===== src/sv/anp_pkg.sv =====
// Shared types and character constants for the ASCII number parser.
package anp_pkg;

  localparam int unsigned ValueW = 64;
  localparam int unsigned CharW  = 8;
  localparam int unsigned ModeW  = 2;
  localparam int unsigned DigitW = 4;

  typedef logic [ValueW-1:0] value_t;
  typedef logic [CharW-1:0]  char_t;
  typedef logic [DigitW-1:0] digit_t;

  typedef enum logic [ModeW-1:0] {
    MODE_UDEC = 2'd0,
    MODE_SDEC = 2'd1,
    MODE_HEX  = 2'd2
  } mode_e;

  typedef enum logic [1:0] {
    PH_START      = 2'd0,
    PH_AFTER_SIGN = 2'd1,
    PH_DIGITS     = 2'd2,
    PH_AFTER_ZERO = 2'd3
  } phase_e;

  localparam char_t ChZero   = 8'h30;
  localparam char_t ChNine   = 8'h39;
  localparam char_t ChUpperA = 8'h41;
  localparam char_t ChUpperF = 8'h46;
  localparam char_t ChLowerA = 8'h61;
  localparam char_t ChLowerF = 8'h66;
  localparam char_t ChLowerX = 8'h78;
  localparam char_t ChMinus  = 8'h2D;
  localparam char_t ChPlus   = 8'h2B;

  // Letters A-F and a-f share their low nibble; 'A' has low nibble 1, so add 9.
  localparam digit_t HexLetterOffset = 4'd9;

endpackage


===== src/sv/anp_if.sv =====
// Handshake channel interfaces for characters, results and configuration.
interface anp_char_if;
  logic                 valid;
  logic                 ready;
  anp_pkg::char_t       char_code;
  logic                 last;

  modport source (output valid, output char_code, output last, input ready);
  modport sink   (input valid, input char_code, input last, output ready);
endinterface

interface anp_value_if;
  logic                 valid;
  logic                 ready;
  anp_pkg::value_t      value;

  modport source (output valid, output value, input ready);
  modport sink   (input valid, input value, output ready);
endinterface

interface anp_cfg_if;
  logic                         valid;
  logic                         ready;
  logic [anp_pkg::ModeW-1:0]    parse_mode;

  modport source (output valid, output parse_mode, input ready);
  modport sink   (input valid, input parse_mode, output ready);
endinterface


===== src/sv/ascii_number_parser_top.sv =====
// ASCII decimal/hex string to 64-bit integer converter, one byte per request.
// Throughput: one character request per cycle, sustained while results are taken.
// The final value goes to the result register, or to the skid if that is full.
// A two-entry output buffer (result register plus skid) lets input continue
// while one result waits; char_i.ready drops only when both entries are full.
// Reset clears the mode to unsigned decimal and the string state to its start.
module ascii_number_parser_top (
  input  logic               clk_i,
  input  logic               rst_ni,
  anp_char_if.sink           char_i,
  anp_value_if.source        value_o,
  anp_cfg_if.sink            cfg_i
);

  logic [anp_pkg::ModeW-1:0] mode_q;
  anp_pkg::mode_e            mode;

  anp_pkg::value_t acc_q, acc_d;
  anp_pkg::value_t nacc_q, nacc_d;
  logic            neg_q, neg_d;
  logic            stopped_q, stopped_d;
  anp_pkg::phase_e phase_q, phase_d;

  anp_pkg::value_t out_q, skid_q, result;
  logic            out_valid_q, skid_valid_q;

  logic            accept, push, pop;
  logic            take;
  logic            is_dec, is_upper, is_lower, digit_ok;
  anp_pkg::digit_t digit;
  anp_pkg::value_t digit_ext;
  anp_pkg::char_t  c;

  assign cfg_i.ready = 1'b1;

  always_ff @(posedge clk_i or negedge rst_ni) begin
    if (!rst_ni) begin
      mode_q <= anp_pkg::MODE_UDEC;
    end else if (cfg_i.valid) begin
      mode_q <= cfg_i.parse_mode;
    end
  end

  // Mode code 3 behaves as unsigned decimal.
  always_comb begin
    case (mode_q)
      anp_pkg::MODE_SDEC: mode = anp_pkg::MODE_SDEC;
      anp_pkg::MODE_HEX:  mode = anp_pkg::MODE_HEX;
      default:            mode = anp_pkg::MODE_UDEC;
    endcase
  end

  assign c        = char_i.char_code;
  assign is_dec   = (c >= anp_pkg::ChZero)   && (c <= anp_pkg::ChNine);
  assign is_upper = (c >= anp_pkg::ChUpperA) && (c <= anp_pkg::ChUpperF);
  assign is_lower = (c >= anp_pkg::ChLowerA) && (c <= anp_pkg::ChLowerF);
  assign digit    = is_dec ? c[anp_pkg::DigitW-1:0]
                           : c[anp_pkg::DigitW-1:0] + anp_pkg::HexLetterOffset;
  assign digit_ok = (mode == anp_pkg::MODE_HEX) ? (is_dec || is_upper || is_lower) : is_dec;
  assign digit_ext = {{(anp_pkg::ValueW-anp_pkg::DigitW){1'b0}}, digit};

  // The negated accumulator is carried alongside, so the signed result needs
  // only a select at the end of the string.
  always_comb begin
    acc_d     = acc_q;
    nacc_d    = nacc_q;
    neg_d     = neg_q;
    stopped_d = stopped_q;
    phase_d   = phase_q;
    take      = 1'b0;
    if (!stopped_q) begin
      phase_d = anp_pkg::PH_DIGITS;
      take    = 1'b1;
      if (phase_q == anp_pkg::PH_START && mode == anp_pkg::MODE_UDEC
          && c == anp_pkg::ChPlus) begin
        take = 1'b0;
      end else if (phase_q == anp_pkg::PH_START && mode == anp_pkg::MODE_SDEC
                   && c == anp_pkg::ChMinus) begin
        take    = 1'b0;
        neg_d   = 1'b1;
        phase_d = anp_pkg::PH_AFTER_SIGN;
      end else if (phase_q == anp_pkg::PH_START && mode == anp_pkg::MODE_SDEC
                   && c == anp_pkg::ChPlus) begin
        take    = 1'b0;
        phase_d = anp_pkg::PH_AFTER_SIGN;
      end else if (phase_q == anp_pkg::PH_START && mode == anp_pkg::MODE_HEX
                   && c == anp_pkg::ChZero) begin
        phase_d = anp_pkg::PH_AFTER_ZERO;
      end else if (phase_q == anp_pkg::PH_AFTER_SIGN && c == anp_pkg::ChPlus) begin
        take = 1'b0;
      end else if (phase_q == anp_pkg::PH_AFTER_ZERO && mode == anp_pkg::MODE_HEX
                   && c == anp_pkg::ChLowerX) begin
        take = 1'b0;
      end
    end
    if (take) begin
      if (!digit_ok) begin
        stopped_d = 1'b1;
      end else if (mode == anp_pkg::MODE_HEX) begin
        acc_d  = {acc_q[anp_pkg::ValueW-5:0], digit};
        nacc_d = {nacc_q[anp_pkg::ValueW-5:0], 4'b0000} - digit_ext;
      end else begin
        acc_d  = {acc_q[anp_pkg::ValueW-4:0], 3'b000}
               + {acc_q[anp_pkg::ValueW-2:0], 1'b0} + digit_ext;
        nacc_d = {nacc_q[anp_pkg::ValueW-4:0], 3'b000}
               + {nacc_q[anp_pkg::ValueW-2:0], 1'b0} - digit_ext;
      end
    end
  end

  assign result = neg_d ? nacc_d : acc_d;

  assign accept        = char_i.valid && char_i.ready;
  assign push          = accept && char_i.last;
  assign pop           = out_valid_q && value_o.ready;
  assign char_i.ready  = !skid_valid_q;
  assign value_o.valid = out_valid_q;
  assign value_o.value = out_q;

  always_ff @(posedge clk_i or negedge rst_ni) begin
    if (!rst_ni) begin
      acc_q     <= '0;
      nacc_q    <= '0;
      neg_q     <= 1'b0;
      stopped_q <= 1'b0;
      phase_q   <= anp_pkg::PH_START;
    end else if (accept) begin
      if (char_i.last) begin
        acc_q     <= '0;
        nacc_q    <= '0;
        neg_q     <= 1'b0;
        stopped_q <= 1'b0;
        phase_q   <= anp_pkg::PH_START;
      end else begin
        acc_q     <= acc_d;
        nacc_q    <= nacc_d;
        neg_q     <= neg_d;
        stopped_q <= stopped_d;
        phase_q   <= phase_d;
      end
    end
  end

  always_ff @(posedge clk_i or negedge rst_ni) begin
    if (!rst_ni) begin
      out_valid_q  <= 1'b0;
      skid_valid_q <= 1'b0;
    end else if (pop) begin
      if (skid_valid_q) begin
        out_valid_q  <= 1'b1;
        skid_valid_q <= push;
      end else begin
        out_valid_q  <= push;
      end
    end else if (push) begin
      if (out_valid_q) begin
        skid_valid_q <= 1'b1;
      end else begin
        out_valid_q  <= 1'b1;
      end
    end
  end

  always_ff @(posedge clk_i) begin
    if (pop) begin
      if (skid_valid_q) begin
        out_q <= skid_q;
        if (push) begin
          skid_q <= result;
        end
      end else if (push) begin
        out_q <= result;
      end
    end else if (push) begin
      if (out_valid_q) begin
        skid_q <= result;
      end else begin
        out_q <= result;
      end
    end
  end

endmodule


===== src/flat_wrapper.sv =====
// flat-port wrapper written by rule: the top's interface ports become plain ports
module ascii_number_parser_top_flat 
  (clk_i, rst_ni, char_i_valid, char_i_char_code, char_i_last, char_i_ready, value_o_valid, value_o_value, value_o_ready, cfg_i_valid, cfg_i_parse_mode, cfg_i_ready);
  anp_char_if char_i_i ();
  anp_value_if value_o_i ();
  anp_cfg_if cfg_i_i ();
  input  logic clk_i;
  input  logic rst_ni;
  input wire logic [$bits(char_i_i.valid)-1:0] char_i_valid;
  input wire logic [$bits(char_i_i.char_code)-1:0] char_i_char_code;
  input wire logic [$bits(char_i_i.last)-1:0] char_i_last;
  output wire logic [$bits(char_i_i.ready)-1:0] char_i_ready;
  output wire logic [$bits(value_o_i.valid)-1:0] value_o_valid;
  output wire logic [$bits(value_o_i.value)-1:0] value_o_value;
  input wire logic [$bits(value_o_i.ready)-1:0] value_o_ready;
  input wire logic [$bits(cfg_i_i.valid)-1:0] cfg_i_valid;
  input wire logic [$bits(cfg_i_i.parse_mode)-1:0] cfg_i_parse_mode;
  output wire logic [$bits(cfg_i_i.ready)-1:0] cfg_i_ready;
  assign char_i_i.valid = char_i_valid;
  assign char_i_i.char_code = char_i_char_code;
  assign char_i_i.last = char_i_last;
  assign char_i_ready = char_i_i.ready;
  assign value_o_valid = value_o_i.valid;
  assign value_o_value = value_o_i.value;
  assign value_o_i.ready = value_o_ready;
  assign cfg_i_i.valid = cfg_i_valid;
  assign cfg_i_i.parse_mode = cfg_i_parse_mode;
  assign cfg_i_ready = cfg_i_i.ready;
  ascii_number_parser_top u_core (.clk_i(clk_i), .rst_ni(rst_ni), .char_i(char_i_i), .value_o(value_o_i), .cfg_i(cfg_i_i));
endmodule

===== config.mk =====
export PLATFORM = sky130hd
export DESIGN_NAME = ascii_number_parser_top_flat
export DESIGN_NICKNAME = d
export VERILOG_FILES = /design/src/sv/anp_pkg.sv /design/src/sv/anp_if.sv /design/src/sv/ascii_number_parser_top.sv /design/src/flat_wrapper.sv
export SDC_FILE = /design/constraint.sdc
export NUM_CORES = 1
export LEC_CHECK = 0
export ABC_AREA = 1
export ABC_CLOCK_PERIOD_IN_PS = 6000
export BUFFER_PORTS_ARGS = -buffer_cell sky130_fd_sc_hd__buf_2
export CAP_MARGIN = 5
export CORE_ASPECT_RATIO = 0.6
export CORE_UTILIZATION = 30
export DETAILED_ROUTE_END_ITERATION = 6
export SYNTH_ARGS = -nofsm -noshare
export SYNTH_HDL_FRONTEND = slang
export SYNTH_SLANG_ARGS = --single-unit
export TNS_END_PERCENT = 30

===== constraint.sdc =====
create_clock -name clk_i -period 6 [get_ports clk_i]
set_input_delay 0.9 -clock clk_i [delete_from_list [all_inputs] [get_ports clk_i]]
set_output_delay 0.9 -clock clk_i [all_outputs]
set_load 0.01 [all_outputs]

After elaboration in Yosys (flattened, before gate mapping):

Index checks and enable logic that the tools add are counted.

* word-level logic and storage cells: 115
* bits in registers: 264
* output and inout bits: 67

* add/sub/neg operators: 6
* reduce and logical (&&, ||, !) cells: 30
* multiplexer cells: 48
* equality and inequality tests: 15
* $lt $le $gt $ge: 6

Operators with widths (number)
* 64-bit 2-to-1 mux: 18
* 64-bit adder: 2
* 64-bit by 4-bit subtractor with 64-bit output: 2
* 64-bit by 4-bit adder with 64-bit output: 1
* 8-bit by 6-bit == test with 1-bit output (second input constant): 3
* 1-bit 2-to-1 mux: 23
* 8-bit by 7-bit greater-or-equal comparator with 1-bit output (second input constant): 2
* 8-bit by 7-bit less-or-equal comparator with 1-bit output (second input constant): 2
* 1-bit logical AND: 16
* 2-bit 2-to-1 mux: 5
* 8-bit by 7-bit == test with 1-bit output (second input constant): 1
* 8-bit by 6-bit greater-or-equal comparator with 1-bit output (second input constant): 1
* 8-bit by 6-bit less-or-equal comparator with 1-bit output (second input constant): 1
* 2-bit inequality test (second input constant): 4
* 2-bit nonzero test: 4
* 2-bit by 1-bit == test with 1-bit output (second input constant): 3
* 2-bit == test (second input constant): 3
* 3-bit AND reduction: 2
* 4-bit adder (second input constant): 1
* 2-bit zero test: 2
* 4-bit 2-to-1 mux: 1
* 2-bit case mux with 2 select lines: 1
* 2-bit AND reduction: 2
* 4-bit AND reduction: 1
* other kinds (3): 4

Longest topological paths before layout:

Gate-level depths: netlist of the first run.

* depth after elaboration: 17
* mapped depth: 30
* gate-level depth less buffers: 30

Worst setup path before layout of the first run:

OpenSTA, ideal clock, no wires.

* path kind: input-to-reg
* start: input port value_o_ready
* end: register u_core.out_q[0] (netlist: u_core.value_o.value[0]), enable pin
* stages: 5
* library setup time: 0.507 ns
* arrival time: 4.624 ns
* buffers on the path: 1
* path slack: 0.869 ns
* cell sequence: nand2_1 -> nor2_1 -> inv_2 -> clkbuf_1 -> a21oi_1

* cells in the longest elaborated chain, start to end: 3
* elaborated cells on any way between the ends: 4

Ends and longest elaborated chain
* start, declared: RTL line flat_wrapper.sv:15 `input wire logic [$bits(value_o_i.ready)-1:0] value_o_ready;`
* 1-bit logical AND *: RTL line ascii_number_parser_top.sv:115 `assign pop = out_valid_q && value_o.ready;`
* 2-bit inequality test (no source line) / 2-bit nonzero test (equally long branches)
* 3-bit AND reduction (no source line) *
* end signal, assigned: RTL line ascii_number_parser_top.sv:167 `out_q <= skid_q;`
* end signal, assigned: RTL line ascii_number_parser_top.sv:172 `out_q <= result;`
* end signal, assigned: RTL line ascii_number_parser_top.sv:178 `out_q <= result;`
* end, declared: RTL line ascii_number_parser_top.sv:24 `anp_pkg::value_t out_q, skid_q, result;`

Every way passes the cells marked *; elsewhere a longest branch is shown, timed or not.
A chain may end at the register's enable or synchronous reset.

Worst setup path in the final report of the first run:

* start: input port char_i_char_code[0]
* end: register u_core.out_q[63] (netlist: u_core.value_o.value[63]), data pin

* cells in the longest elaborated chain, start to end: 14
* elaborated cells on any way between the ends: 49

Ends and longest elaborated chain
* start, declared: RTL line flat_wrapper.sv:10 `input wire logic [$bits(char_i_i.char_code)-1:0] char_i_char_code;`
* branches (longest 10 deep; another with 64-bit by 4-bit adder with 64-bit output)
* 64-bit 2-to-1 mux *: RTL line ascii_number_parser_top.sv:111 `assign result = neg_d ? nacc_d : acc_d;`
* named net u_core.result[63]: RTL line ascii_number_parser_top.sv:24
* 64-bit 2-to-1 mux, on equally long branches: RTL line ascii_number_parser_top.sv:175, ascii_number_parser_top.sv:171
* 64-bit 2-to-1 mux, on equally long branches: RTL line ascii_number_parser_top.sv:174, ascii_number_parser_top.sv:166
* 64-bit 2-to-1 mux *: RTL line ascii_number_parser_top.sv:165 `if (pop) begin`

Mark *: on every way through the listed nets, which the timed path passes. The select of a mux whose other input is x is not followed.

==> flow_summary_export.csv, run 1 <==
group,metric,value,unit
worst_setup_path,reg2reg_to,"u_core.skid_q[48]",
worst_setup_path,r2r-start,"u_core.nacc_q[0]",
worst_setup_path,slowest_stage,"fa_1",
worst_setup_path,regToRegSetupSlack,1.35,ns
route,drt-wirelength-per-cell,21.8,um
timing,tightest_slew,1.12,ns
placement,io_buffers,81,
placement,dpl_cell_area,0.0294,sq mm
worst_setup_path,critical_path_arrival,5.42,ns
global_routing,grt_antenna_before_repair,1,
placement,gp_congestion,1.07,
clocking,clock_sinks,264,
global_routing,grt_pass1_vias,26512,
timing,rsz0062_at_grt,"false",
worst_setup_path,crit_path_frequent_cell,"nand2_1",
clocking,cts_hold_buf,0,
worst_setup_path,ff2ff_path_depth,16,
yosys,synthesis.area_per_instance,6.21,sq um
final_layout,syn_to_final_growth,9.19,%
clocking,clockBufferDepth,3,
yosys,yosys_warnings,0,
floorplan,dieArea,0.0937,sq mm
floorplan,ios,83,
yosys,mappedNetlistArea,0.0277,sq mm
floorplan,fp.dieW,395,um
global_routing,grt_max_degree,137,
clocking,clk_pin_slew_worst_paths,0.07,ns
final_layout,final_nets,4758,
clocking,numCtsBuffers,26,
worst_setup_path,cp-end-kind,"register",
floorplan,start_util,0.306,
timing,fin_crit_sh,0.846,
clocking,tritoncts,"yes",
yosys,yosysTopAreaCellShare,0.193,
route,drt-vias-per-instance,5.34,
yosys,yosysUniqueCellTypes,55,
worst_setup_path,critical_path.max_stage_delay,0.46,ns
route,drc,4,
yosys,synth_area_leaders,"nand2_1 19%, edfxtp_1 14%, dfrtp_1 12%, ha_1 11%, inv_1 8.9%",
worst_setup_path,start_kind,"primary input",
timing,setup_violations,0,
route,initialDrtViolationCount,4204,
global_routing,grt_pass1_wl,180000,um
yosys,syn_inst,4469,
clocking,cts-root-buf,"clkbuf_16",
worst_setup_path,worstSetupPathType,"in2reg",
route,wirelength,125000,um
final_layout,design_area,0.0303,sq mm
placement,hpwl,100000,um
timing,finalHoldViolCount,0,
worst_setup_path,worstPathRequired,6.34,ns
timing,holdWs,0.406,ns
timing,slew_headroom,0.243,
worst_setup_path,crit_fanout,8,
timing,drv_slew,0,
route,firstDrtPassIters,7,
floorplan,rows,85,
clocking,post_cts_buffers,0,
run,max-cap-violations,0,
yosys,synth.net_count,4740,
status,failed_checks,"DRC",
global_routing,overflow,0,
timing,max_clock_freq,197,MHz
floorplan,core,0.0906,sq mm
global_routing,track_usage,0.257,
clocking,cts_resized,0,
hold_path,hold_path.class,"in2async",
clocking,clk_latency,0.59,ns
timing,clock_skew,0.0186,ns
status,outcome,"complete, but fails checks",
worst_setup_path,endpoint,"u_core.value_o.value[63]",
power_and_ir_drop,p_leak,16.4,nW
floorplan,die_h,238,um
yosys,async_flop_share,0.515,
worst_setup_path,crit_start,"char_i_char_code[0]",
yosys,synth-main-ff-cell,"dfrtp_1",
yosys,ys_seq_area_frac,0.261,
final_layout,layout-drive-gt1-share,0.0448,
power_and_ir_drop,peakVddDrop,0.000287,V
route,vias,30580,
yosys,synth_edf_count,128,
power_and_ir_drop,power_density,532,mW/mm^2
timing,fin_crit,5.08,ns
timing,finalSetupTns,0,ns
yosys,synth-seq-cells,264,
clocking,h-tree-depth,1,
final_layout,insertedDiodeCount,0,
route,ant_nets,0,
yosys,synth.largest_area_cell,"nand2_1",
## worst min-delay path by stage
stage                     startpoint           endpoint  depth (start not counted)
floorplan           u_core.acc_q[63]   u_core.acc_q[63]                          1
finish                        rst_ni   u_core.acc_q[61]                          2
global placement    u_core.acc_q[63]   u_core.acc_q[63]                          1
CTS                           rst_ni  u_core.nacc_q[63]                          2
global route                  rst_ni   u_core.acc_q[61]                          2
detailed placement  u_core.acc_q[63]   u_core.acc_q[63]                          1
## layout make-up
class	count	area, sq um
Fill cell	10062	60300
Multi-Input combinational cell	3426	17500
Sequential cell	264	7250
Inverter	668	2510
Tap cell	1218	1520
Clock buffer	34	722
Timing Repair Buffer	101	624
Clock inverter	14	143
## state kept, by name, summed over array words and instances, names as in the netlist
name                  flops
u_core.acc_q             64
u_core.mode_q             2
u_core.nacc_q            64
u_core.neg_q              1
u_core.phase_q            2
u_core.skid_q            64
u_core.skid_valid_q       1
u_core.stopped_q          1
u_core.value_o.valid      1
u_core.value_o.value     64
## worst max-delay path, delay by kind of cell
kind | cells | cell delay (ns)
adder cells (fa/ha/maj) | 4 | 1.31
buffers and inverters | 4 | 0.52
AND/OR/NAND/NOR | 21 | 2.68
## logic make-up after synthesis
logic type,Yosys count,synth area share
simple gates,2494,0.378
buf+inv,779,0.109
compound gates,640,0.124
flops,264,0.261
fa+ha+maj,255,0.116
xor+xnor,35,0.0111
other cells,1,0.000135
mux,1,0.000361
## per-stage QoR
stage	worst slack, ns	utilization	std cells	total power, mW
2_1_floorplan	0.869	-	4469	9.39
3_3_place_gp	0.591	0.325	5677	13.4
3_5_place_dp	0.466	0.325	5677	13.4
4_1_cts	1.11	0.334	5725	15.3
5_1_grt	0.545	0.334	5725	17.0
6_report	0.922	0.334	5725	16.1
## synthesized netlist by cell type (5+ instances only)
cell type and count:
o211ai_1 20, or2_2 8, nand2_1 1428, inv_2 6, o21ai_0 266, a21oi_1 241
buf_4 8, nand3_1 454, a21o_1 7, clkbuf_1 67, buf_1 11, nor2_1 413
xnor2_1 18, dfrtp_1 136, nand3b_1 13, buf_2 19, nor2_4 7, and2_1 40
nor2_2 8, xor2_1 17, a21oi_2 5, ha_1 252, buf_6 6, edfxtp_1 128
nor3_1 43, o22ai_1 32, o21ai_1 33, inv_1 661, o21bai_1 12, nor4_1 10
nand4_1 56
## cells in the final DEF (no fill, tap or decap), types with 4 or more instances in the layout
cell type / n
buf_2: 80
inv_1: 658
xnor2_1: 18
o211ai_1: 20
clkinv_2: 6
o21ai_1: 33
a21o_1: 7
o22ai_1: 32
nor2_2: 8
inv_2: 5
edfxtp_1: 128
dfrtp_1: 136
buf_4: 15
clkbuf_1: 5
nand3_1: 454
a21oi_1: 240
ha_1: 251
and2_1: 40
nor3_1: 43
nand4_1: 56
o21ai_2: 4
clkbuf_16: 27
o21ai_0: 266
nor4_1: 10
nand2_1: 1428
or2_2: 8
nor2_4: 10
o21bai_1: 12
a22o_1: 4
xor2_1: 17
nor2_1: 410
a21oi_2: 5
buf_12: 5
o21a_1: 4
nand3b_1: 13
## report_power, final
| part | internal [mW] | switching [mW] | leakage, nW |
|---|---|---|---|
| Clock | 0.946 | 0.830 | 0.426 |
| Combinational | 2.96 | 9.04 | 12.8 |
| Sequential | 2.14 | 0.182 | 3.09 |
| Total | 6.05 | 10.0 | 16.4 |
## per-layer routing
metal | part of all wire | up-vias | global-route usage | wire (um)
li1 | - | 14546 | - | -
met2 | 0.32 | 1756 | 0.291 | 40200
met3 | 0.16 | 74 | 0.124 | 20500
met1 | 0.50 | 14198 | 0.417 | 62400
met4 | 0.0094 | 6 | 0.0224 | 1170
met5 | 0.0020 | - | 0.0189 | 252
Note: power is estimated with default switching activity, not from simulation.
==> inputs of run 2 (changes only) <==
--- a/config.mk
+++ b/config.mk
@@ -6,7 +6,7 @@
 export NUM_CORES = 1
 export LEC_CHECK = 0
 export ABC_AREA = 1
-export ABC_CLOCK_PERIOD_IN_PS = 6000
+export ABC_CLOCK_PERIOD_IN_PS = 4700
 export BUFFER_PORTS_ARGS = -buffer_cell sky130_fd_sc_hd__buf_2
 export CAP_MARGIN = 5
 export CORE_ASPECT_RATIO = 0.6
==> constraint.sdc (replaced) <==
create_clock -name clk_i -period 4.7 [get_ports clk_i]
set_input_delay 0.705 -clock clk_i [delete_from_list [all_inputs] [get_ports clk_i]]
set_output_delay 0.705 -clock clk_i [all_outputs]
set_load 0.01 [all_outputs]
==> flow_summary_export.csv, run 2 (synthesis results as in run 1) <==
group,metric,value,unit
worst_setup_path,critical_path.max_stage_delay,0.42,ns
floorplan,die_h,238,um
timing,finalHoldViolCount,0,
power_and_ir_drop,power_density,692,mW/mm^2
clocking,h-tree-depth,1,
floorplan,core,0.0906,sq mm
worst_setup_path,start_kind,"primary input",
placement,hpwl,106000,um
clocking,clock_sinks,264,
placement,gp_congestion,1.05,
worst_setup_path,crit_fanout,5,
final_layout,seqCellArea,0.00725,sq mm
route,initialDrtViolationCount,4036,
run,max-cap-violations,0,
route,ant_nets,0,
placement,io_buffers,81,
clocking,clk_pin_slew_worst_paths,0.07,ns
worst_setup_path,cp-end-kind,"register",
final_layout,fin_cells,5861,
timing,tightest_slew,1.07,ns
worst_setup_path,slowest_stage,"fa_1",
floorplan,rows,85,
worst_setup_path,critical_path_arrival,4.66,ns
final_layout,insertedDiodeCount,0,
placement,dp.cells,5813,
final_layout,final_core_util,0.346,
final_layout,fillCellCount,10072,
timing,fin_crit,4.31,ns
status,outcome,"finished, final reports clean",
route,wirelength,130000,um
global_routing,track_usage,0.270,
timing,clock_skew,0.0220,ns
clocking,clockBufferDepth,3,
final_layout,final_common_cell,"nand2_1",
route,drc,0,
floorplan,ios,83,
timing,rsz0062_at_grt,"false",
worst_setup_path,crit_path_frequent_cell,"nand3_1",
final_layout,multi_input_area,0.0175,sq mm
worst_setup_path,worstSetupPathType,"in2reg",
timing,fin_crit_sh,0.918,
timing,slew_headroom,0.279,
route,vias,30869,
global_routing,grt_antenna_before_repair,4,
global_routing,grt_pass1_wl,188000,um
route,drt-wirelength-per-cell,22.2,um
final_layout,final_nets,4894,
power_and_ir_drop,p_leak,17.0,nW
floorplan,start_util,0.306,
final_layout,layout-drive-gt1-share,0.0737,
power_and_ir_drop,design_power_total,21.7,mW
worst_setup_path,worstPathRequired,5.05,ns
floorplan,fp.dieW,395,um
route,firstDrtPassIters,6,
clocking,tritoncts,"yes",
timing,setup_violations,0,
floorplan,dieArea,0.0937,sq mm
global_routing,grt_pass1_vias,27037,
clocking,cts_resized,0,
global_routing,overflow,0,
clocking,cts_hold_buf,0,
power_and_ir_drop,peakVddDrop,0.000332,V
clocking,clk_latency,0.60,ns
timing,drv_slew,0,
route,drt-vias-per-instance,5.27,
final_layout,final_cell_mix,"1,428 x nand2_1, 658 x inv_1, 454 x nand3_1, 410 x nor2_1, 266 x o21ai_0",
timing,max_clock_freq,232,MHz
clocking,cts-root-buf,"clkbuf_16",
final_layout,syn_to_final_growth,13.2,%
hold_path,hold_path.class,"in2async",
clocking,post_cts_buffers,0,
global_routing,grt_max_degree,112,
clocking,numCtsBuffers,26,
-- run 2: area by class of cell --
type / instances / area share
timing repair buffer: 237 / 0.0560
clock inverter: 17 / 0.00403
clock buffer: 31 / 0.0226
multi-input combinational: 3426 / 0.558
inverter: 668 / 0.0801
sequential: 264 / 0.231
tap: 1218 / 0.0485
-- run 2: worst paths after layout --
check | from | endpoint | slack [ns] | depth (start not counted)
worst min-delay path | rst_ni | u_core.acc_q[48] | 0.07 | 1
worst max register to register | u_core.nacc_q[32] | u_core.value_o.value[52] | 0.54 | 16
worst max-delay path | char_i_char_code[0] | u_core.skid_q[61] | 0.39 | 30
max in group asynchronous | rst_ni | u_core.mode_q[0] | 3.62 | 2
min in group clk_i | value_o_ready | u_core.skid_valid_q | 0.32 | 2
worst min register to register | u_core.acc_q[63] | u_core.acc_q[63] | 0.51 | 1
-- run 2: worst max-delay path, delay by kind of cell --
| kind | cells | cell delay, ns |
|---|---|---|
| fa+ha+maj | 2 | 0.63 |
| buf+inv | 9 | 0.92 |
| simple gates | 19 | 2.40 |
-- run 2: routing by layer --
| metal | GRT usage | wire length [um] |
|---|---|---|
| met4 | 0.0235 | 1220 |
| met3 | 0.113 | 19500 |
| met2 | 0.306 | 42200 |
| met5 | 0 | 13 |
| met1 | 0.450 | 67400 |
-- run 2: metrics by stage --
stage | setup slack (ns) | TNS (ns) | hold WS, ns | area (sq um)
floorplan | 0.459 | 0 | 0.409 | 27700
global placement | 0.00141 | 0 | 0.489 | 30600
detailed placement | -0.0532 | -0.157 | 0.493 | 30600
CTS | 0.550 | 0 | 0.0940 | 31400
global route | 0.193 | 0 | 0.106 | 31400
finish | 0.386 | 0 | 0.0659 | 31400
-- run 2: power by group --
part	total (mW)	internal, mW	switching [mW]
clock network	2.19	1.10	1.09
logic	16.6	4.51	12.1
registers	2.97	2.73	0.231
